[src/rtl/csi_pkg.sv]
// ----------------------------------------------------------------------------
// csi_pkg
// Shared widths, codes and controller/datapath command types for the
// cluster silhouette index block.
// ----------------------------------------------------------------------------
package csi_pkg;

    // store geometry
    localparam int MAX_POINTS   = 1024;
    localparam int MAX_DIMS     = 8;
    localparam int MAX_CLUSTERS = 16;
    localparam int COORD_BITS   = 16;

    // field widths
    localparam int PIDX_W     = 10;
    localparam int FIDX_W     = 3;
    localparam int LABEL_W    = 4;
    localparam int CADDR_W    = PIDX_W + FIDX_W;
    localparam int CNT_W      = 11;
    localparam int DIM_W      = 4;
    localparam int CLU_W      = 5;
    localparam int IDX_W      = 4;
    localparam int CFG_IDX_W  = 2;
    localparam int CFG_DATA_W = 11;

    // arithmetic widths
    localparam int SQ_W      = 2 * COORD_BITS;
    localparam int ACC_W     = 36;
    localparam int ROOT_W    = ACC_W / 2;
    localparam int REM_W     = ROOT_W + 3;
    localparam int SQ_CNT_W  = 5;
    localparam int DSUM_W    = 40;
    localparam int SIL_W     = 28;
    localparam int S_W       = 16;
    localparam int TOT_W     = 20;
    localparam int DIV_W     = 40;
    localparam int DVSR_W    = 18;
    localparam int DIV_CNT_W = 6;
    localparam int Q14_SHIFT = 14;
    localparam int Q14_ONE   = 16384;

    // command codes
    localparam logic CMD_LOAD    = 1'b0;
    localparam logic CMD_COMPUTE = 1'b1;

    // configuration register indexes
    localparam logic [CFG_IDX_W-1:0] CFG_POINT_COUNT   = 2'd0;
    localparam logic [CFG_IDX_W-1:0] CFG_DIM_COUNT     = 2'd1;
    localparam logic [CFG_IDX_W-1:0] CFG_CLUSTER_COUNT = 2'd2;

    // datapath operations
    typedef enum logic [5:0] {
        OP_NOP, OP_CLEAR, OP_P_INIT, OP_CNT_RD, OP_CNT_UPD, OP_P_RD, OP_P_SKIP,
        OP_P_OWN, OP_LD_RD, OP_LD_WR, OP_Q_INIT, OP_Q_RD, OP_Q_LAB, OP_F_RD,
        OP_F_SUB, OP_F_MUL, OP_F_ACC, OP_SQ_INIT, OP_SQ_STEP, OP_Q_ADD,
        OP_A_DIV, OP_A_TAKE, OP_K_SKIP, OP_K_DIV, OP_K_TAKE, OP_S_ZERO,
        OP_S_DIV, OP_S_TAKE, OP_S_ADD, OP_FIN_INIT, OP_FK_DIV, OP_FK_TAKE,
        OP_FT_ZERO, OP_FT_DIV, OP_FT_TAKE, OP_OUT
    } dp_op_t;

    // cluster table index source
    typedef enum logic [1:0] {
        SEL_OWN, SEL_K, SEL_QLAB, SEL_LABEL
    } dp_sel_t;

    typedef struct packed {
        dp_op_t  op;
        dp_sel_t sel;
    } dp_cmd_t;

    typedef struct packed {
        logic p_end;
        logic q_end;
        logic f_end;
        logic k_end;
        logic own_bad;
        logic k_skip;
        logic size_zero;
        logic sq_done;
        logic div_done;
        logic s_zero;
        logic used_zero;
        logic out_free;
    } dp_status_t;

endpackage

[src/rtl/csi_ctrl.sv]
// ----------------------------------------------------------------------------
// csi_ctrl
// Controller state machine sequencing counting, distance, division and
// averaging passes of the datapath.
// ----------------------------------------------------------------------------
module csi_ctrl (
    input  logic                clk,
    input  logic                rst_n,
    input  logic                req_fire,
    input  logic                req_command,
    input  csi_pkg::dp_status_t status,
    output csi_pkg::dp_cmd_t    cmd,
    output logic                req_ready
);
    import csi_pkg::*;

    localparam int ST_W = 28;

    typedef enum logic [ST_W-1:0] {
        ST_IDLE     = ST_W'(1) << 0,
        ST_CLEAR    = ST_W'(1) << 1,
        ST_CNT_RD   = ST_W'(1) << 2,
        ST_CNT_UPD  = ST_W'(1) << 3,
        ST_P_RD     = ST_W'(1) << 4,
        ST_P_OWN    = ST_W'(1) << 5,
        ST_LD_RD    = ST_W'(1) << 6,
        ST_LD_WR    = ST_W'(1) << 7,
        ST_Q_RD     = ST_W'(1) << 8,
        ST_Q_LAB    = ST_W'(1) << 9,
        ST_F_RD     = ST_W'(1) << 10,
        ST_F_SUB    = ST_W'(1) << 11,
        ST_F_MUL    = ST_W'(1) << 12,
        ST_F_ACC    = ST_W'(1) << 13,
        ST_SQ_RUN   = ST_W'(1) << 14,
        ST_A_DIV    = ST_W'(1) << 15,
        ST_A_WAIT   = ST_W'(1) << 16,
        ST_K_LOOP   = ST_W'(1) << 17,
        ST_K_WAIT   = ST_W'(1) << 18,
        ST_S_CALC   = ST_W'(1) << 19,
        ST_S_WAIT   = ST_W'(1) << 20,
        ST_S_ADD    = ST_W'(1) << 21,
        ST_FIN_INIT = ST_W'(1) << 22,
        ST_FK_LOOP  = ST_W'(1) << 23,
        ST_FK_WAIT  = ST_W'(1) << 24,
        ST_FT_CALC  = ST_W'(1) << 25,
        ST_FT_WAIT  = ST_W'(1) << 26,
        ST_OUT      = ST_W'(1) << 27
    } state_t;

    state_t state_reg, state_next;

    // next state and datapath command
    always_comb
    begin
        state_next = state_reg;
        cmd.op     = OP_NOP;
        cmd.sel    = SEL_OWN;
        case (state_reg)
            ST_IDLE:
            begin
                if (req_fire && (req_command == CMD_COMPUTE))
                begin
                    state_next = ST_CLEAR;
                end
            end
            ST_CLEAR:
            begin
                cmd.op     = OP_CLEAR;
                state_next = ST_CNT_RD;
            end
            ST_CNT_RD:
            begin
                if (status.p_end)
                begin
                    cmd.op     = OP_P_INIT;
                    state_next = ST_P_RD;
                end
                else
                begin
                    cmd.op     = OP_CNT_RD;
                    state_next = ST_CNT_UPD;
                end
            end
            ST_CNT_UPD:
            begin
                cmd.op     = OP_CNT_UPD;
                cmd.sel    = SEL_LABEL;
                state_next = ST_CNT_RD;
            end
            ST_P_RD:
            begin
                if (status.p_end)
                begin
                    state_next = ST_FIN_INIT;
                end
                else
                begin
                    cmd.op     = OP_P_RD;
                    state_next = ST_P_OWN;
                end
            end
            ST_P_OWN:
            begin
                if (status.own_bad)
                begin
                    cmd.op     = OP_P_SKIP;
                    state_next = ST_P_RD;
                end
                else
                begin
                    cmd.op     = OP_P_OWN;
                    state_next = ST_LD_RD;
                end
            end
            ST_LD_RD:
            begin
                if (status.f_end)
                begin
                    cmd.op     = OP_Q_INIT;
                    state_next = ST_Q_RD;
                end
                else
                begin
                    cmd.op     = OP_LD_RD;
                    state_next = ST_LD_WR;
                end
            end
            ST_LD_WR:
            begin
                cmd.op     = OP_LD_WR;
                state_next = ST_LD_RD;
            end
            ST_Q_RD:
            begin
                if (status.q_end)
                begin
                    state_next = ST_A_DIV;
                end
                else
                begin
                    cmd.op     = OP_Q_RD;
                    state_next = ST_Q_LAB;
                end
            end
            ST_Q_LAB:
            begin
                cmd.op     = OP_Q_LAB;
                state_next = ST_F_RD;
            end
            ST_F_RD:
            begin
                if (status.f_end)
                begin
                    cmd.op     = OP_SQ_INIT;
                    state_next = ST_SQ_RUN;
                end
                else
                begin
                    cmd.op     = OP_F_RD;
                    state_next = ST_F_SUB;
                end
            end
            ST_F_SUB:
            begin
                cmd.op     = OP_F_SUB;
                state_next = ST_F_MUL;
            end
            ST_F_MUL:
            begin
                cmd.op     = OP_F_MUL;
                state_next = ST_F_ACC;
            end
            ST_F_ACC:
            begin
                cmd.op     = OP_F_ACC;
                state_next = ST_F_RD;
            end
            ST_SQ_RUN:
            begin
                cmd.sel = SEL_QLAB;
                if (status.sq_done)
                begin
                    cmd.op     = OP_Q_ADD;
                    state_next = ST_Q_RD;
                end
                else
                begin
                    cmd.op = OP_SQ_STEP;
                end
            end
            ST_A_DIV:
            begin
                cmd.op     = OP_A_DIV;
                state_next = ST_A_WAIT;
            end
            ST_A_WAIT:
            begin
                if (status.div_done)
                begin
                    cmd.op     = OP_A_TAKE;
                    state_next = ST_K_LOOP;
                end
            end
            ST_K_LOOP:
            begin
                cmd.sel = SEL_K;
                if (status.k_end)
                begin
                    state_next = ST_S_CALC;
                end
                else if (status.k_skip)
                begin
                    cmd.op = OP_K_SKIP;
                end
                else
                begin
                    cmd.op     = OP_K_DIV;
                    state_next = ST_K_WAIT;
                end
            end
            ST_K_WAIT:
            begin
                cmd.sel = SEL_K;
                if (status.div_done)
                begin
                    cmd.op     = OP_K_TAKE;
                    state_next = ST_K_LOOP;
                end
            end
            ST_S_CALC:
            begin
                if (status.s_zero)
                begin
                    cmd.op     = OP_S_ZERO;
                    state_next = ST_S_ADD;
                end
                else
                begin
                    cmd.op     = OP_S_DIV;
                    state_next = ST_S_WAIT;
                end
            end
            ST_S_WAIT:
            begin
                if (status.div_done)
                begin
                    cmd.op     = OP_S_TAKE;
                    state_next = ST_S_ADD;
                end
            end
            ST_S_ADD:
            begin
                cmd.op     = OP_S_ADD;
                state_next = ST_P_RD;
            end
            ST_FIN_INIT:
            begin
                cmd.op     = OP_FIN_INIT;
                state_next = ST_FK_LOOP;
            end
            ST_FK_LOOP:
            begin
                cmd.sel = SEL_K;
                if (status.k_end)
                begin
                    state_next = ST_FT_CALC;
                end
                else if (status.size_zero)
                begin
                    cmd.op = OP_K_SKIP;
                end
                else
                begin
                    cmd.op     = OP_FK_DIV;
                    state_next = ST_FK_WAIT;
                end
            end
            ST_FK_WAIT:
            begin
                cmd.sel = SEL_K;
                if (status.div_done)
                begin
                    cmd.op     = OP_FK_TAKE;
                    state_next = ST_FK_LOOP;
                end
            end
            ST_FT_CALC:
            begin
                if (status.used_zero)
                begin
                    cmd.op     = OP_FT_ZERO;
                    state_next = ST_OUT;
                end
                else
                begin
                    cmd.op     = OP_FT_DIV;
                    state_next = ST_FT_WAIT;
                end
            end
            ST_FT_WAIT:
            begin
                if (status.div_done)
                begin
                    cmd.op     = OP_FT_TAKE;
                    state_next = ST_OUT;
                end
            end
            ST_OUT:
            begin
                if (status.out_free)
                begin
                    cmd.op     = OP_OUT;
                    state_next = ST_IDLE;
                end
            end
            default:
            begin
                state_next = ST_IDLE;
            end
        endcase
    end

    // state register
    always_ff @(posedge clk or negedge rst_n)
    begin
        if (!rst_n)
        begin
            state_reg <= ST_IDLE;
        end
        else
        begin
            state_reg <= state_next;
        end
    end

    assign req_ready = (state_reg == ST_IDLE);

endmodule

[config.mk]
export PLATFORM = sky130hd
export DESIGN_NAME = csi_ctrl
export DESIGN_NICKNAME = d
export VERILOG_FILES = /design/src/rtl/csi_pkg.sv /design/src/rtl/csi_ctrl.sv
export SDC_FILE = /design/constraint.sdc
export NUM_CORES = 1
export LEC_CHECK = 0
export ABC_AREA = 0
export BUFFER_PORTS_ARGS = -buffer_cell sky130_fd_sc_hd__buf_4
export CAP_MARGIN = 40
export CELL_PAD_IN_SITES_DETAIL_PLACEMENT = 0
export CELL_PAD_IN_SITES_GLOBAL_PLACEMENT = 2
export CORE_MARGIN = 1
export CORE_UTILIZATION = 35
export CTS_CLUSTER_SIZE = 30
export DETAILED_ROUTE_END_ITERATION = 12
export GPL_TIMING_DRIVEN = 1
export PLACE_DENSITY_LB_ADDON = 0.1
export SETUP_SLACK_MARGIN = 0.05
export SLEW_MARGIN = 20
export SYNTH_ARGS = -nofsm -noshare
export SYNTH_HDL_FRONTEND = slang
export SYNTH_SLANG_ARGS = --single-unit
[constraint.sdc]
create_clock -name clk -period 6.5 [get_ports clk]
set_clock_uncertainty 0.15 [all_clocks]
set_input_delay 0.325 -clock clk [delete_from_list [all_inputs] [get_ports clk]]
set_output_delay 0.325 -clock clk [all_outputs]
set_load 0.005 [all_outputs]
* After elaboration in Yosys (flattened, before gate mapping)
Cells that the tools add are included.
** Storage, ports and cells
- Bits in registers :: 28
- Bits of input ports :: 16
** Operators by class
- Equal/unequal tests :: 37
- Muxes and demuxes :: 41
- Reduce and logical (&&, ||, !) cells :: 6
** Operators with widths (count)
- 28-bit one-hot mux with 25 select lines :: 1
- 28-bit 2-to-1 mux :: 12
- 6-bit one-hot mux with 27 select lines :: 1
- 5-bit 2-to-1 mux :: 6
- 28-bit by 1-bit equality test with 1-bit output (second input constant) :: 1
- 28-bit by 10-bit equality test with 1-bit output (second input constant) :: 1
- 28-bit by 11-bit equality test with 1-bit output (second input constant) :: 1
- 28-bit by 12-bit equality test with 1-bit output (second input constant) :: 1
- 28-bit by 13-bit equality test with 1-bit output (second input constant) :: 1
- 28-bit by 14-bit equality test with 1-bit output (second input constant) :: 1
- 28-bit by 15-bit equality test with 1-bit output (second input constant) :: 1
- 28-bit by 16-bit equality test with 1-bit output (second input constant) :: 1
- 28-bit by 17-bit equality test with 1-bit output (second input constant) :: 1
- 28-bit by 18-bit equality test with 1-bit output (second input constant) :: 1
- 28-bit by 19-bit equality test with 1-bit output (second input constant) :: 1
- 28-bit by 2-bit equality test with 1-bit output (second input constant) :: 1
- 28-bit by 20-bit equality test with 1-bit output (second input constant) :: 1
- 28-bit by 21-bit equality test with 1-bit output (second input constant) :: 1
- 28-bit by 22-bit equality test with 1-bit output (second input constant) :: 1
- 28-bit by 23-bit equality test with 1-bit output (second input constant) :: 1
- 28-bit by 24-bit equality test with 1-bit output (second input constant) :: 1
- 28-bit by 25-bit equality test with 1-bit output (second input constant) :: 1
- 28-bit by 26-bit equality test with 1-bit output (second input constant) :: 1
- 28-bit by 27-bit equality test with 1-bit output (second input constant) :: 1
- other kinds (27) :: 44

* Depth between registers and ports, before layout
Gate-level depths: netlist of run 1.
- Depth after elaboration :: 4
- Gate-level depth with buffers :: 9
- Gate-level depth less buffers :: 7

* Least setup slack after synthesis of run 1
Ideal clock, no wire load.
- Path kind :: flip-flop to output port
- Start point :: register state_reg[13]
- End point :: output cmd[5] (netlist bit)
- Data arrival time :: 2.148 ns
- Required time :: 6.025 ns
- Path slack :: 3.877 ns
- Stages on the path, launching flop included :: 9
- Buffers on the path :: 1
- Cell sequence :: dfrtp_1 -> nor4_2 -> nand4_2 -> or3_1 -> buf_2 -> or3_1 -> o2111ai_1 -> nor2_1 -> nand2_1
** RTL lines
- start, declared :: line csi_ctrl.sv:50 : state_t state_reg, state_next;
- start signal, assigned :: line csi_ctrl.sv:332 : state_reg <= state_next;
- end, declared :: line csi_ctrl.sv:12 : output csi_pkg::dp_cmd_t cmd,

==> results of run 1 <==
==> power groups by stage <==
| stage | Combinational, uW | Clock (uW) | Sequential [uW] |
|---|---|---|---|
| after CTS | 212 | 144 | 204 |
| after detailed placement | 211 | 0 | 207 |
| after floorplan | 144 | 0 | 203 |
| after global placement | 213 | 0 | 207 |
| after global routing | 234 | 153 | 206 |
| final | 213 | 141 | 204 |
==> routing by layer <==
metal  wire length (um)  GRT usage [%]  up-vias  share of wire (%)
met2               3041          36.87       51                 47
met3                233          3.023       11                3.6
met1               3026          31.28      908                 47
met5                  0              0        -                  0
met4                134          5.556        0                2.1
li1                   -              -      920                  -
==> metrics by stage <==
stage / hold slack [ns] / cell area [um2]
2_1_floorplan: -0.1206 / 2058
6_report: 0.07997 / 2364
5_1_grt: 0.07241 / 2364
3_3_place_gp: 0.1223 / 2282
3_5_place_dp: 0.1235 / 2282
4_1_cts: 0.08058 / 2364
==> how the worst max path moves through the flow <==
stage / startpoint / endpoint
floorplan: state_reg[13] / cmd[5]
detailed placement: state_reg[5] / cmd[2]
finish: state_reg[14] / cmd[2]
global route: state_reg[13] / cmd[2]
global placement: state_reg[14] / cmd[2]
CTS: state_reg[5] / cmd[2]
==> cell type report <==
| cell class | instances | area [um2] |
|---|---|---|
| clock buffers | 3 | 41.29 |
| clock inverters | 1 | 30.03 |
| fillers | 568 | 3211 |
| inverters | 10 | 37.54 |
| multi-input cells | 186 | 1272 |
| flip-flops and latches | 28 | 701.9 |
| well taps | 72 | 90.09 |
| repair buffers | 25 | 190.2 |
==> synth_stat cells, drive strengths merged (2+ instances only) <==
cell type   n  area (um2)
inv        10       37.54
and4b       2       20.02
nand2      19       71.32
or4         5       48.79
xnor2       4       35.03
nor4b       2       17.52
nand3b      5       37.54
nand3       3       27.53
nand4       5       37.53
o2111ai     3       26.28
dfrtp      27       675.7
o21ai      12       63.81
nor2       28       105.1
nand2b      8       50.05
nor4       18       221.5
buf         6       42.54
a21oi       6       30.03
nor2b       6       37.54
or4b        3       30.03
nand4b      3       26.28
and2        2       12.51
or3        11       68.82
a21o        2       15.01
nor3b       2       15.01
o21bai      2       18.77
nor3       17       100.1
mux2i       2       20.02
==> timing repair <==
item | CTS | global route
endpoints found under the hold margin | 27 | 0
endpoints found under the setup margin | 0 | 0
hold buffers | 1 | 0
==> cell families (layout without fill, tap and decap cells) <==
| group | Yosys count | after routing |
|---|---|---|
| compound gates | 36 | 36 |
| xor+xnor | 5 | 5 |
| simple gates | 143 | 143 |
| buf+inv | 17 | 39 |
| flops | 28 | 28 |
| mux | 2 | 2 |
==> worst max-delay path, stage by stage, from the launching register on <==
cell and delay, ns:
dfrtp_1 0.49, nor4_2 0.49, nand4_1 0.33, or3_1 0.47
nor4_2 0.45, a41oi_1 0.13, nor3b_1 0.19, o2111ai_1 0.11
buf_4 0.14
==> results.toml, run 1 <==
[synth]
synth_compound_area_share_pct = 12.16
synth-edff-count = 0
synth-seq-cells = 28
synth_cells = 231
synth-xor-area-share_pct = 2.128
synth.mux.area_fraction_pct = 0.9726
syn-cell-area_mm2 = 0.002058
synth_cell_types = 55
async_reset_ff_share_pct = 100.0
avgSynthCellArea_um2 = 8.910
yosysSeqAreaShare_pct = 34.10
ys.flop_type = "dfrtp_1"
synthAdderAreaFrac_pct = 0
synth_top_family_by_area = "simple AND/OR/NAND/NOR gates"
yosysWarnings = 0
synthesis.nets = 247
synth-simple-area-share_pct = 46.57

[worst_hold_path]
min-delay-path-class = "primary input to flip-flop"
worstHoldEndpoint = "state_reg[11]"
hold_depth = 2
hp-start = "status[9]"

[timing]
setup-tns-final_ns = 0
finalCritPeriodShare_pct = 54.79
rsz0062_at_grt = "false"
relSlewSlack_pct = 56.32
finalWorstSetupSlack_ns = 2.938
post-route-min-period_ns = 3.562
fmax_ghz = 0.2808
worst_slew_pin_slew_ns = 0.6491
hold_viol = 0
setup_violations = 0
slew_viol_final = 0

[die]
fp.dieW_um = 78.69
start_util_pct = 36.92
core-area_mm2 = 0.005574
rows = 27
fp.dieH_um = 78.69
dieArea_mm2 = 0.006191
ios = 25

[pwr]
p_comb_share_pct = 38.2
power_switching_uw = 211.5
swShare_pct = 37.84
clockPowerShare_pct = 25.3
p_total_uw = 558.9
internal_power_uw = 347.4
p_leak_uw = 0.001057
ir_drop_mv = 0.09317
pwr-share-seq_pct = 36.5
power_density_mw_per_mm2 = 236.5

[clock_tree]
clockRootBuffer = "clkbuf_8"
cts_resized = 0
cts_inserted_buffers = 3
cts.sinks = 28
clk_pin_slew_ns = 0.11
clock_latency_ns = 0.28
cts_tree = "done"
clk_path_buf_depth = 2
htreeDepth = 1
post_cts_buffers = 0

[drt]
wire_per_inst_um = 19.80
drc = 0
vias = 1890
first_iter_violations = 143
totalWireLength_um = 6436
dr.pass1.iters = 4
vias_per_cell = 5.815
antenna_left = 0

[run_status]
status = "finished, final reports clean"

[cells_and_area]
drive_above_1_share_pct = 20.16
stdcell_count = 325
mostFrequentLayoutCells = "28 x nor2_1, 27 x dfrtp_1, 24 x buf_4"
layout_commonest_cell = "nor2_1"
largest_reg_flops = 28
post-route-util_pct = 42.40
diodes = 0
syn_to_final_growth_pct = 14.83
final_nets = 270

[setup_path]
worstSetupPathType = "flip-flop to output pin"
worstSetupStartpointType = "flip-flop"
r2r_setup_slack_ns = 3.53
r2r_start = "state_reg[14]"
crit_arrival_ns = 3.09
worstReg2RegEnd = "state_reg[16]"
critPathMaxFanout = 6
crit_required_ns = 6.02
rr_worst_depth = 6
worstSetupEndpointType = "output pin"

[grt]
grt_pass1_vias = 1852
antenna_found_initial = 0
grt_util_all_layers_pct = 22.59
grt_max_degree = 29
grt_pass1_wl_um = 10430
gr-total-overflow = 0

[place]
gp_congestion = 0.8680
port_buffers = 24
dp.cells = 320
place_ws_ns = 3.268
dpl.hpwl_um = 5178

[job]
max_cap_violations = 0
(Power assumes the default switching activity.)
==> run 2, diff against run 1 <==
==> constraint.sdc (replaced) <==
create_clock -name clk -period 3.68 [get_ports clk]
set_clock_uncertainty 0.15 [all_clocks]
set_input_delay 0.184 -clock clk [delete_from_list [all_inputs] [get_ports clk]]
set_output_delay 0.184 -clock clk [all_outputs]
set_load 0.005 [all_outputs]
==> run 2 against run 1 <==
  * Non-clock buffer count grew 4
  * Cell area grew 0.58%
  * Critical path type unchanged
  * Highest routed layer unchanged
  * Worst setup slack lost 2.7 ns
==> results.toml, run 2 (synthesized netlist as in run 1, its figures left out) <==
[cells_and_area]
stdcell_count = 329
final_nets = 274
layout_commonest_cell = "nor2_1"
largest_reg_flops = 28
mostFrequentLayoutCells = "28 x nor2_1, 27 x dfrtp_1, 24 x buf_4"
diodes = 0
syn_to_final_growth_pct = 15.50
drive_above_1_share_pct = 19.46

[grt]
grt_pass1_vias = 1823
grt_util_all_layers_pct = 21.26
grt_pass1_wl_um = 9825
grt_max_degree = 29
antenna_found_initial = 0
gr-total-overflow = 0

[timing]
slew_viol_final = 0
worst_slew_pin_slew_ns = 0.6394
fmax_ghz = 0.2918
finalCritPeriodShare_pct = 93.14
rsz0062_at_grt = "false"
whs_ns = 0.04627
setup-tns-final_ns = 0
setup_violations = 0
relSlewSlack_pct = 56.98
post-route-min-period_ns = 3.427
hold_viol = 0
finalWorstSetupSlack_ns = 0.2525

[clock_tree]
cts_tree = "done"
clockRootBuffer = "clkbuf_8"
htreeDepth = 1
clock_latency_ns = 0.28
clk_path_buf_depth = 2
cts.sinks = 28
clk_pin_slew_ns = 0.10
cts_inserted_buffers = 3

[die]
ios = 25
core-area_mm2 = 0.005574
dieArea_mm2 = 0.006191
rows = 27
start_util_pct = 36.92
fp.dieW_um = 78.69
fp.dieH_um = 78.69

[job]
max_cap_violations = 0

[drt]
drc = 0
totalWireLength_um = 6168
antenna_left = 0
wire_per_inst_um = 18.75
vias = 1878
first_iter_violations = 161
dr.pass1.iters = 4
vias_per_cell = 5.708

[pwr]
power_density_mw_per_mm2 = 384.7
ir_drop_mv = 0.1532
p_leak_uw = 0.001061

[place]
place_ws_ns = 0.5756
port_buffers = 24
gp_congestion = 0.8667
dp.cells = 320
dpl.hpwl_um = 5005

[setup_path]
critPathMaxFanout = 6
crit_required_ns = 3.35
worstSetupEndpointType = "output pin"
worstSetupStartpointType = "flip-flop"
crit_arrival_ns = 3.09
worstSetupPathType = "flip-flop to output pin"

[worst_hold_path]
min-delay-path-class = "primary input to flip-flop"

[run_status]
status = "finished, final reports clean"
==> run 2: cell type report <==
cell class / count / area [um2]
tap: 72 / 90.09
fill: 578 / 3197
multi-input combinational: 186 / 1272
sequential: 28 / 701.9
inverter: 10 / 37.54
clock buffer: 4 / 45.04
timing repair buffer: 29 / 230.2
==> run 2: power breakdown <==
part / internal (uW) / total [uW] / switching, uW / leakage [uW]
logic: 141 / 379 / 238 / 0.000652
registers: 329 / 358 / 28.4 / 0.000386
clock network: 77.8 / 178 / 99.8 / 0.0000228
total: 548 / 915 / 366 / 0.00106
==> run 2: per-layer routing <==
metal / wire length, um / part of all wire, % / up-vias / global-route usage (%)
li1: - / - / 926 / -
met1: 2987 / 48 / 899 / 29.94
met2: 2888 / 47 / 47 / 35.22
met3: 226 / 3.7 / 6 / 1.977
met4: 66 / 1.1 / 0 / 4.259
met5: 0 / 0 / - / 0
==> run 2: critical path, stage by stage (launching register included) <==
cell       delay (ns)
dfrtp_1          0.44
nor4_2           0.54
nand4_1          0.37
or3_1            0.48
nor4_2           0.38
a41oi_1          0.14
nor3b_1          0.19
o2111ai_1        0.12
buf_4            0.14
==> run 2: final timing paths <==
path	start	end	slack, ns	cells past startpoint
worst max-delay path	state_reg[13]	cmd[2]	0.25	8
worst min-delay path	status[4]	state_reg[14]	0.05	4
worst max register to register	state_reg[13]	state_reg[0]	0.83	6
worst min register to register	state_reg[2]	state_reg[2]	0.41	1
max in group asynchronous	rst_n	state_reg[0]	2.86	2
min in group asynchronous	rst_n	state_reg[2]	0.21	2
==> run 2: metrics by stage <==
step | total power [uW] | area (um2) | utilization [%]
2_1_floorplan | 612.8 | 2058 | -
3_3_place_gp | 739.0 | 2282 | 40.94
3_5_place_dp | 735.9 | 2282 | 40.94
4_1_cts | 916.7 | 2377 | 42.65
5_1_grt | 971.5 | 2377 | 42.65
6_report | 914.5 | 2377 | 42.65
==> run 2: what timing repair did <==
item                                   in CTS  in global routing
hold buffers                                5                  0
gates resized for setup                     0                  0
endpoints found under the hold margin      35                  0
buffers inserted                            0                  0
==> run 3, diff against run 2 <==
--- a/config.mk
+++ b/config.mk
@@ -15,7 +15,7 @@
 export CTS_CLUSTER_SIZE = 30
 export DETAILED_ROUTE_END_ITERATION = 12
 export GPL_TIMING_DRIVEN = 1
-export PLACE_DENSITY_LB_ADDON = 0.1
+export PLACE_DENSITY = 0.8
 export SETUP_SLACK_MARGIN = 0.05
 export SLEW_MARGIN = 20
 export SYNTH_ARGS = -nofsm -noshare
==> run 3 against run 2 <==
  * Count of clock-buffer cells in the layout stayed put
  * Worst hold slack worse by 0.022 ns
  * Sequential share of layout area unchanged
  * Worst setup slack gained 0.11 ns
  * Global-route usage rose by 0.38 points
  * Combinational power shrank 1%
  * Clock power about the same
  * Die area stayed put
  * Critical path depth is the same
==> results.toml, run 3 (synthesized netlist as in run 1, its figures left out) <==
[drt]
antenna_left = 0
vias = 1900
drc = 0
vias_per_cell = 5.775
dr.pass1.iters = 5
totalWireLength_um = 6184
wire_per_inst_um = 18.80
first_iter_violations = 169

[grt]
grt_pass1_wl_um = 10090
grt_max_degree = 29
antenna_found_initial = 0
gr-total-overflow = 0
grt_pass1_vias = 1884
grt_util_all_layers_pct = 21.64

[setup_path]
cpPeakStageDelay_ns = 0.55
critPathMaxFanout = 9
crit_arrival_ns = 2.98
crit_chain = "nor4_2 -> nand4_2 -> or3_1 -> or3_1 -> o2111ai_1 -> nor2_1 -> nand2_1 -> buf_4"
critPathTopFamily = "simple AND/OR/NAND/NOR gates"
worstSetupEndpointType = "output pin"
worstSetupPathType = "flip-flop to output pin"
crit_buf_inv = 1
worstSetupStartpointType = "flip-flop"
crit_required_ns = 3.35
crit_path_frequent_cell = "or3_1"
cpMaxStageDelayCell = "or3_1"

[cells_and_area]
largest_reg_flops = 28
layout_commonest_cell = "nor2_1"
final_nets = 274
mostFrequentLayoutCells = "28 x nor2_1, 27 x dfrtp_1, 24 x buf_4"
fin_area_mm2 = 0.002377
drive_above_1_share_pct = 19.46
n_fill_cell = 594
syn_to_final_growth_pct = 15.50
diodes = 0

[die]
fp.dieH_um = 78.69
core-area_mm2 = 0.005574
start_util_pct = 36.92
ios = 25
rows = 27
dieArea_mm2 = 0.006191
fp.dieW_um = 78.69

[clock_tree]
cts.sinks = 28
cts_resized = 0
clock_latency_ns = 0.28
htreeDepth = 1
post_cts_buffers = 0
cts_tree = "done"
clockRootBuffer = "clkbuf_8"
cts_inserted_buffers = 3
postCtsHoldBufs = 5
clk_path_buf_depth = 2
clk_pin_slew_ns = 0.10

[pwr]
power_density_mw_per_mm2 = 382.7
ir_drop_mv = 0.2409
p_leak_uw = 0.001061

[run_status]
status = "finished, final reports clean"

[timing]
finalCritPeriodShare_pct = 90.09
setup-tns-final_ns = 0
slew_viol_final = 0
setup_violations = 0
post-route-min-period_ns = 3.315
rsz0062_at_grt = "false"
relSlewSlack_pct = 55.46
hold_viol = 0
fmax_ghz = 0.3016
worst_slew_pin_slew_ns = 0.6513

[place]
postPlaceCellArea_mm2 = 0.002282
port_buffers = 24
dpl.hpwl_um = 4960
gp_congestion = 0.8779

[job]
max_cap_violations = 0

[worst_hold_path]
min-delay-path-class = "primary input to flip-flop"
[run 3: worst paths after layout]
kind / from / to / slack [ns] / cells after the start
min in group asynchronous: rst_n / state_reg[15] / 0.20 / 2
max in group asynchronous: rst_n / state_reg[0] / 2.86 / 2
min reg2reg: state_reg[2] / state_reg[2] / 0.42 / 1
min: status[3] / state_reg[26] / 0.02 / 2
max: state_reg[13] / cmd[5] / 0.36 / 8
max reg2reg: state_reg[13] / state_reg[23] / 0.79 / 6
[run 3: per-layer routing]
metal	GRT usage [%]	wire length [um]
met1	30.08	2963
met2	34.43	2807
met4	5.556	106
met3	3.721	307
met5	0	0
[run 3: cell type report]
cell class                 instances  area [um2]  area share [%]
multi-input combinational        186        1272           53.53
inverter                          10       37.54           1.579
clock buffer                       4       45.04           1.895
timing repair buffer              29       230.2           9.684
sequential                        28       701.9           29.53
tap                               72       90.09           3.789
[run 3: report_power, final]
group	internal (uW)	leakage, uW	switching [uW]	total [uW]
combinational	141	0.000652	234	375
sequential	329	0.000386	30.1	359
clock	77.8	0.0000228	97.4	175
[run 3: per-stage QoR]
stage                     hold slack (ns)  power [uW]  instances  utilization [%]  worst slack [ns]
after floorplan                   -0.2616       612.8        231                -             1.198
after global placement           -0.02044       736.0        320            40.94            0.5788
after detailed placement         -0.02134       735.2        320            40.94            0.6484
after CTS                         0.01798       918.1        329            42.65            0.3382
after global routing              0.02541       968.4        329            42.65            0.1809
final                             0.02408       909.9        329            42.65            0.3646
[run 3: worst register-to-register path: stages (launching register included)]
cell	delay [ns]
dfrtp_1	0.44
nor4_2	0.52
nand4_2	0.32
nor3_1	0.51
nor4_1	0.16
o21ai_2	0.50
o21bai_1	0.15
